==> src/design/hrlp_pkg.sv <==
// shared types, codes and constants for the http request line parser
package hrlp_pkg;

  // input request fields
  typedef struct packed {
    logic [7:0] data_byte;
    logic       first_byte;
    logic       last_byte;
  } item_t;

  // result fields
  typedef struct packed {
    logic [1:0] kind;
    logic [7:0] out_byte;
    logic       accepted;
  } result_t;

  // result kinds
  localparam logic [1:0] KIND_METHOD  = 2'd0;
  localparam logic [1:0] KIND_PATH    = 2'd1;
  localparam logic [1:0] KIND_VERDICT = 2'd2;

  // parse phases
  localparam logic [2:0] PH_METHOD  = 3'd0;
  localparam logic [2:0] PH_PATH    = 3'd1;
  localparam logic [2:0] PH_VERSION = 3'd2;
  localparam logic [2:0] PH_REST    = 3'd3;
  localparam logic [2:0] PH_DONE    = 3'd4;

  // configuration register indexes
  localparam int unsigned CFG_IDX_W = 2;
  localparam logic [CFG_IDX_W-1:0] CFG_METHOD_LIMIT = 2'd0;
  localparam logic [CFG_IDX_W-1:0] CFG_PATH_LIMIT   = 2'd1;

  // register reset values
  localparam logic [7:0]  METHOD_LIMIT_RST = 8'd16;
  localparam logic [15:0] PATH_LIMIT_RST   = 16'd1024;

  // characters
  localparam logic [7:0] CH_CR    = 8'h0D;
  localparam logic [7:0] CH_LF    = 8'h0A;
  localparam logic [7:0] CH_SPACE = 8'h20;
  localparam logic [7:0] CH_QUERY = 8'h3F;
  localparam logic [7:0] CH_HASH  = 8'h23;
  localparam logic [7:0] CH_SLASH = 8'h2F;

  localparam logic [2:0] VERSION_LEN = 3'd5;

  // bytes of the version tag "HTTP/"
  function automatic logic [7:0] version_tag(input logic [2:0] idx);
    logic [7:0] ch;
    case (idx)
      3'd0: ch = 8'h48;
      3'd1: ch = 8'h54;
      3'd2: ch = 8'h54;
      3'd3: ch = 8'h50;
      3'd4: ch = 8'h2F;
      default: ch = 8'h00;
    endcase
    return ch;
  endfunction

endpackage

==> src/design/hrlp_parse.sv <==
// parse state registers and the per-byte step logic
module hrlp_parse (
  input  logic             clk,
  input  logic             rst,
  input  logic             fire,
  input  hrlp_pkg::item_t  item,
  input  logic [7:0]       method_limit,
  input  logic [15:0]      path_limit,
  output logic             res_valid,
  output hrlp_pkg::result_t res
);
  import hrlp_pkg::*;

  logic [2:0]  phase;
  logic [7:0]  method_count;
  logic [15:0] path_count;
  logic        in_query;
  logic [2:0]  version_count;
  logic        failed;

  logic [2:0]  phase_next;
  logic [7:0]  method_count_next;
  logic [15:0] path_count_next;
  logic        in_query_next;
  logic [2:0]  version_count_next;
  logic        failed_next;

  logic [7:0]  b;
  logic [7:0]  mc_inc;
  logic [15:0] pc_inc;
  logic [2:0]  vc_inc;
  logic        emit_method;
  logic        emit_path;

  // one step of the parse; a first byte restarts from the cleared state
  always_comb begin
    b                  = item.data_byte;
    phase_next         = item.first_byte ? PH_METHOD : phase;
    method_count_next  = item.first_byte ? 8'd0 : method_count;
    path_count_next    = item.first_byte ? 16'd0 : path_count;
    in_query_next      = item.first_byte ? 1'b0 : in_query;
    version_count_next = item.first_byte ? 3'd0 : version_count;
    failed_next        = item.first_byte ? 1'b0 : failed;
    mc_inc = (method_count_next == 8'hFF) ? method_count_next : method_count_next + 8'd1;
    pc_inc = (path_count_next == 16'hFFFF) ? path_count_next : path_count_next + 16'd1;
    vc_inc = version_count_next + 3'd1;
    emit_method  = 1'b0;
    emit_path    = 1'b0;
    res_valid    = 1'b0;
    res.kind     = KIND_VERDICT;
    res.out_byte = 8'd0;
    res.accepted = 1'b0;

    if (phase_next == PH_DONE) begin
      // verdict already given: ignore until a new buffer
    end else if (b inside {CH_CR, CH_LF}) begin
      res_valid    = 1'b1;
      res.accepted = !failed_next && (phase_next == PH_REST);
      phase_next   = PH_DONE;
    end else begin
      case (phase_next)
        PH_METHOD: begin
          if (b == CH_SPACE) begin
            if (method_count_next == 8'd0) failed_next = 1'b1;
            phase_next = PH_PATH;
          end else begin
            method_count_next = mc_inc;
            if (mc_inc >= method_limit) failed_next = 1'b1;
            emit_method = 1'b1;
          end
        end
        PH_PATH: begin
          if (b == CH_SPACE) begin
            if (path_count_next == 16'd0) failed_next = 1'b1;
            phase_next         = PH_VERSION;
            version_count_next = 3'd0;
          end else if (!in_query_next) begin
            if (b inside {CH_QUERY, CH_HASH}) begin
              in_query_next = 1'b1;
            end else begin
              if (path_count_next == 16'd0 && b != CH_SLASH) failed_next = 1'b1;
              path_count_next = pc_inc;
              if (pc_inc >= path_limit) failed_next = 1'b1;
              emit_path = 1'b1;
            end
          end
        end
        PH_VERSION: begin
          if (version_count_next < VERSION_LEN && b != version_tag(version_count_next))
            failed_next = 1'b1;
          version_count_next = vc_inc;
          if (vc_inc >= VERSION_LEN) phase_next = PH_REST;
        end
        default: begin
        end
      endcase

      // buffer end without terminator rejects in place of a byte result
      if (item.last_byte) begin
        phase_next   = PH_DONE;
        res_valid    = 1'b1;
        res.kind     = KIND_VERDICT;
        res.accepted = 1'b0;
      end else if (emit_method) begin
        res_valid    = 1'b1;
        res.kind     = KIND_METHOD;
        res.out_byte = b;
      end else if (emit_path) begin
        res_valid    = 1'b1;
        res.kind     = KIND_PATH;
        res.out_byte = b;
      end
    end
  end

  // state update on each processed byte
  always_ff @(posedge clk) begin
    if (rst) begin
      phase         <= PH_METHOD;
      method_count  <= 8'd0;
      path_count    <= 16'd0;
      in_query      <= 1'b0;
      version_count <= 3'd0;
      failed        <= 1'b0;
    end else if (fire) begin
      phase         <= phase_next;
      method_count  <= method_count_next;
      path_count    <= path_count_next;
      in_query      <= in_query_next;
      version_count <= version_count_next;
      failed        <= failed_next;
    end
  end

endmodule

==> src/design/hrlp_out_reg.sv <==
// result register with stall handling
module hrlp_out_reg (
  input  logic              clk,
  input  logic              rst,
  input  logic              load_valid,
  input  hrlp_pkg::result_t load_data,
  output logic              free,
  output logic              result_valid,
  input  logic              result_stall,
  output hrlp_pkg::result_t result
);
  import hrlp_pkg::*;

  // slot can take a new result when empty or being drained
  assign free = !result_valid || !result_stall;

  // valid flag
  always_ff @(posedge clk) begin
    if (rst) begin
      result_valid <= 1'b0;
    end else if (free) begin
      result_valid <= load_valid;
    end
  end

  // payload
  always_ff @(posedge clk) begin
    if (free && load_valid) begin
      result <= load_data;
    end
  end

endmodule

==> src/design/http_request_line_parser.sv <==
// top level of the http request line parser
// an accepted byte is held in the input register, then its result in the result register; result_stall can hold either
// throughput: one byte per cycle while the result register is free; bytes that give no result still take a parse step
// the input register and result register let a new byte in while a result waits
// reset (synchronous, active high) clears both registers' valid flags and the parse state,
// and sets method_limit to 16 and path_limit to 1024
module http_request_line_parser (
  input  logic                              clk,
  input  logic                              rst,
  input  logic                              item_valid,
  output logic                              item_stall,
  input  hrlp_pkg::item_t                   item,
  output logic                              result_valid,
  input  logic                              result_stall,
  output hrlp_pkg::result_t                 result,
  input  logic                              cfg_valid,
  output logic                              cfg_ready,
  input  logic [hrlp_pkg::CFG_IDX_W-1:0]    cfg_index,
  input  logic [15:0]                       cfg_data
);
  import hrlp_pkg::*;

  logic [7:0]  method_limit;
  logic [15:0] path_limit;
  logic        item_full;
  item_t       item_q;
  logic        out_free;
  logic        fire;
  logic        res_valid;
  result_t     res;

  // configuration registers
  assign cfg_ready = 1'b1;

  always_ff @(posedge clk) begin
    if (rst) begin
      method_limit <= METHOD_LIMIT_RST;
      path_limit   <= PATH_LIMIT_RST;
    end else if (cfg_valid && cfg_ready) begin
      case (cfg_index)
        CFG_METHOD_LIMIT: method_limit <= cfg_data[7:0];
        CFG_PATH_LIMIT:   path_limit   <= cfg_data;
        default: begin
        end
      endcase
    end
  end

  // input register
  assign fire       = item_full && out_free;
  assign item_stall = item_full && !out_free;

  always_ff @(posedge clk) begin
    if (rst) begin
      item_full <= 1'b0;
    end else if (item_valid && !item_stall) begin
      item_full <= 1'b1;
    end else if (fire) begin
      item_full <= 1'b0;
    end
  end

  always_ff @(posedge clk) begin
    if (item_valid && !item_stall) begin
      item_q <= item;
    end
  end

  // parse step
  hrlp_parse u_parse (
    .clk          (clk),
    .rst          (rst),
    .fire         (fire),
    .item         (item_q),
    .method_limit (method_limit),
    .path_limit   (path_limit),
    .res_valid    (res_valid),
    .res          (res)
  );

  // result register
  hrlp_out_reg u_out (
    .clk          (clk),
    .rst          (rst),
    .load_valid   (fire && res_valid),
    .load_data    (res),
    .free         (out_free),
    .result_valid (result_valid),
    .result_stall (result_stall),
    .result       (result)
  );

`ifndef SYNTHESIS
  // byte results never carry an accept flag
  a_byte_not_accepted: assert property (@(posedge clk) disable iff (rst)
    result_valid && result.kind != KIND_VERDICT |-> !result.accepted)
    else $error("byte result with accepted set");

  // verdicts carry no byte
  a_verdict_zero_byte: assert property (@(posedge clk) disable iff (rst)
    result_valid && result.kind == KIND_VERDICT |-> result.out_byte == 8'd0)
    else $error("verdict with non-zero byte");

  // right after reset no result is valid and the input is not stalled
  a_reset_empty: assert property (@(posedge clk)
    rst |=> !result_valid && !item_stall)
    else $error("output or input busy after reset");
`endif

endmodule
==> config.mk <==
export PLATFORM = sky130hd
export DESIGN_NAME = http_request_line_parser
export DESIGN_NICKNAME = d
export VERILOG_FILES = /design/src/design/hrlp_pkg.sv /design/src/design/hrlp_parse.sv /design/src/design/hrlp_out_reg.sv /design/src/design/http_request_line_parser.sv
export SDC_FILE = /design/constraint.sdc
export NUM_CORES = 1
export LEC_CHECK = 0
export BUFFER_PORTS_ARGS = -buffer_cell sky130_fd_sc_hd__buf_4
export CORE_UTILIZATION = 60
export CTS_BUF_LIST = sky130_fd_sc_hd__clkbuf_2 sky130_fd_sc_hd__clkbuf_4 sky130_fd_sc_hd__clkbuf_8
export CTS_CLUSTER_SIZE = 8
export DETAILED_ROUTE_END_ITERATION = 6
export PLACE_DENSITY_LB_ADDON = 0.08
export SKIP_LAST_GASP = 1
export SLEW_MARGIN = 20
export SYNTH_ARGS = -nofsm -noshare
export SYNTH_HDL_FRONTEND = slang
export SYNTH_SLANG_ARGS = --single-unit
==> constraint.sdc <==
create_clock -name clk -period 4.65 [get_ports clk]
set_input_delay 0.93 -clock clk [delete_from_list [all_inputs] [get_ports clk]]
set_output_delay 0.93 -clock clk [all_outputs]
set_load 0.01 [all_outputs]
==> flow_summary_export.csv <==
group,metric,value,unit
finish,design_area,0.00555,mm2
logic_synthesis,synth_mux_area_share,1.69,%
worst_setup_path,rr_endpoint,"u_parse.failed$_SDFFE_PP0P_",
floorplanning,initial_utilization,61.7,%
min_path,hold_start,"u_parse.in_query$_SDFFE_PP0P_",
power_and_ir_drop,power_per_cell_area,264,mW/mm2
logic_synthesis,synth_fa_ha_area_share,8.43,%
detailed_routing,routed-via-count,4274,
logic_synthesis,netlist.area_leader.share,23.0,%
logic_synthesis,yosysWarningCount,0,
placed_design,gp_congestion,0.914,
clock_tree,post_cts_buffers,0,
floorplanning,die-area,0.00878,mm2
finish,final_nets,681,
logic_synthesis,ys_types,70,
global_routing,grt_usage,28.6,%
logic_synthesis,avgSynthCellArea,8.62,um2
detailed_routing,drt_iter0_drc,176,
flow_run,max-cap-violations,0,
finish,post_route_cells_drive_above_1_share,14.4,%
worst_setup_path,ff2ff_path_depth,13,
timing,fin_setup_tns,0,ns
clock_tree,clk_latency,0.36,ns
clock_tree,clk_path_buf_depth,2,
logic_synthesis,synthArstFlopShare,0,%
global_routing,use_met1,36.8,%
timing,layout_min_cycle_time,3.82,ns
detailed_routing,wirelength,11800,um
global_routing,grt_use_met3,4.85,%
timing,finalHoldViolations,0,
worst_setup_path,path_class,"flop to flop",
logic_synthesis,ys_seq_elements,79,
logic_synthesis,synth-compound-area-share,17.4,%
detailed_routing,wl_per_cell,16.3,um
global_routing,antenna_found_initial,0,
logic_synthesis,postSynth.topFlopCell,"dfxtp_1",
finish,final_common_cell,"nand2_1",
placed_design,dp_hpwl,8660,um
worst_setup_path,cp_max_fo,10,
logic_synthesis,synth.largest_area_cell,"dfxtp_1",
timing,finalMaxSlewViolations,0,
worst_setup_path,crit_arrival,4.10,ns
clock_tree,cts.sinks,79,
logic_synthesis,synth_area_leaders,"dfxtp_1 (23%), edfxtp_1 (13%), ha_1 (8.4%), a21oi_1 (5.4%), nand2_1 (4.8%)",
global_routing,top_usage_layer,"met2",
timing,rsz0062_at_grt,"no",
logic_synthesis,ys_seq_area_share,35.5,%
global_routing,grt_pass1_wl,19500,um
min_path,hp-class,"flop to flop",
worst_setup_path,worstPathRequired,4.92,ns
logic_synthesis,syn-num-nets,652,
min_path,hold_depth,2,
placed_design,io_buffers,45,
floorplanning,die_h,93.7,um
global_routing,grt_pass1_vias,4117,
logic_synthesis,synth_top_family_by_area,"simple AND/OR/NAND/NOR gates",
worst_setup_path,r2r-start,"item_q[1]$_DFFE_PP_",
clock_tree,cts_buffers,9,
timing,fin_worst_skew,0.0149,ns
placed_design,placed_cell_area,0.00533,mm2
finish,diodes,0,
timing,timing.fmax,261,MHz
worst_setup_path,cp-end-kind,"flop",
timing,finalCritPeriodShare,82.2,%
global_routing,met2_usage,49.6,%
min_path,hold_end,"u_parse.in_query$_SDFFE_PP0P_",
finish,instances_no_fill,724,
global_routing,grt-ovfl-total,0,
logic_synthesis,yosys.area_share.simple,26.3,%
finish,final_cell_mix,"nand2_1 (64), dfxtp_1 (58), a21oi_1 (54)",
clock_tree,hold_buffers,0,
detailed_routing,vias_per_cell,5.90,
logic_synthesis,synth_edf_count,21,
logic_synthesis,syn_area,0.00504,mm2
clock_tree,cts_max_level,3,
floorplanning,rows,33,
logic_synthesis,synth_cells,585,
run_status,status,"completed",
detailed_routing,drc,0,
clock_tree,clk_pin_slew,0.09,ns
timing,timing.hold.ws,0.452,ns
power_and_ir_drop,ir_drop,0.148,mV
worst_setup_path,critPathLaunchType,"flop",
global_routing,grt_max_degree,56,
placed_design,dp_cells,708,
floorplanning,fp.dieW,93.7,um
timing,worstMarginPinSlew,0.930,ns
logic_synthesis,synth-xor-area-share,3.65,%
timing,maxSlewHeadroom,37.9,%
detailed_routing,dr.pass1.iters,4,
clock_tree,cts_resized,0,
power_and_ir_drop,leakagePower,2.11,nW
worst_setup_path,rrSetupSlack,0.83,ns
floorplanning,fp.coreArea,0.00818,mm2
clock_tree,tritoncts,"built",
timing,setup-violations-final,0,
floorplanning,ios,47,
clock_tree,root_buffer,"clkbuf_8",
finish,area_growth,9.95,%
detailed_routing,ant_nets,0,
==> registers in the layout (all words and copies together) (netlist names) <==
| name | cells |
|---|---|
| u_parse.phase | 3 |
| u_parse.path_count | 16 |
| method_limit | 8 |
| item_q | 10 |
| u_parse.failed | 1 |
| u_parse.method_count | 8 |
| u_out.result_valid | 1 |
| u_parse.in_query | 1 |
| path_limit | 16 |
| item_full | 1 |
| u_parse.version_count | 3 |
| u_out.result | 11 |
==> worst max-delay path, cell delays in order (launching register included) <==
cell and delay [ns]:
edfxtp_1 0.52, nor2b_1 0.30, ha_1 0.25, nand4b_1 0.21, nor4_4 0.46, a211oi_4 0.18
and2_1 0.25, xnor2_1 0.15, ha_1 0.30, nand2_1 0.06, a2111oi_0 0.38, o21ai_0 0.18
a21o_2 0.24, a221oi_1 0.24
==> through the flow <==
| stage | setup slack [ns] | utilization [%] | total power [mW] |
|---|---|---|---|
| 4_1_cts | 0.818 | 67.8 | 1.47 |
| 2_1_floorplan | 0.974 | - | 0.846 |
| 3_3_place_gp | 1.06 | 65.2 | 0.892 |
| 5_1_grt | 0.470 | 67.8 | 1.52 |
| 6_report | 0.826 | 67.8 | 1.47 |
| 3_5_place_dp | 0.926 | 65.2 | 0.898 |
==> logic make-up (layout without fill, tap and decap cells) <==
| logic type | Yosys count | after routing |
|---|---|---|
| simple gates | 239 | 239 |
| compound gates | 137 | 137 |
| flops | 79 | 79 |
| buf+inv | 66 | 100 |
| fa+ha+maj | 34 | 34 |
| xor+xnor | 21 | 21 |
| mux | 8 | 8 |
| other cells | 1 | 1 |
==> routing by layer <==
| metal | part of all wire [%] | routed length [um] |
|---|---|---|
| met5 | 0 | 0 |
| met3 | 3.8 | 446 |
| met1 | 45 | 5330 |
| met2 | 50 | 5880 |
| met4 | 1.4 | 163 |
==> power by group <==
| group | internal, mW | leakage (nW) | switching (mW) |
|---|---|---|---|
| sequential | 0.727 | 0.671 | 0.0164 |
| combinational | 0.0598 | 1.32 | 0.0785 |
| clock | 0.305 | 0.112 | 0.279 |
| total | 1.09 | 2.11 | 0.374 |
==> cells in the mapped netlist, types with 7 or more instances <==
cell type	count
nor2b_1	9
nand2_1	64
a22oi_1	9
clkbuf_1	16
ha_1	34
o21ai_0	27
xor2_1	11
mux2i_1	7
xnor2_1	10
inv_1	34
nand2b_1	14
nand4_1	7
edfxtp_1	21
dfxtp_1	58
nor3_1	12
a21oi_1	54
nor2_1	45
nand3_1	18
nor4b_1	7
and2_1	11
nor4_1	7
==> worst max-delay path by stage <==
stage                                   start                          end  slack, ns
final                     item_q[1]$_DFFE_PP_  u_parse.failed$_SDFFE_PP0P_       0.83
after global routing      item_q[1]$_DFFE_PP_  u_parse.failed$_SDFFE_PP0P_       0.47
after CTS                 item_q[1]$_DFFE_PP_  u_parse.failed$_SDFFE_PP0P_       0.82
after detailed placement  item_q[1]$_DFFE_PP_  u_parse.failed$_SDFFE_PP0P_       0.93
after global placement    item_q[1]$_DFFE_PP_  u_parse.failed$_SDFFE_PP0P_       1.06
after floorplan           item_q[1]$_DFFE_PP_  u_parse.failed$_SDFFE_PP0P_       0.97
==> cell type report <==
class                      count  area (um2)
fill                         698        2630
inverter                      34         128
multi-input combinational    440        2900
clock inverter                 7        95.1
timing repair buffer          50         375
sequential                    79        1790
tap                          105         131
clock buffer                   9         124
(Power assumes the default switching activity.)
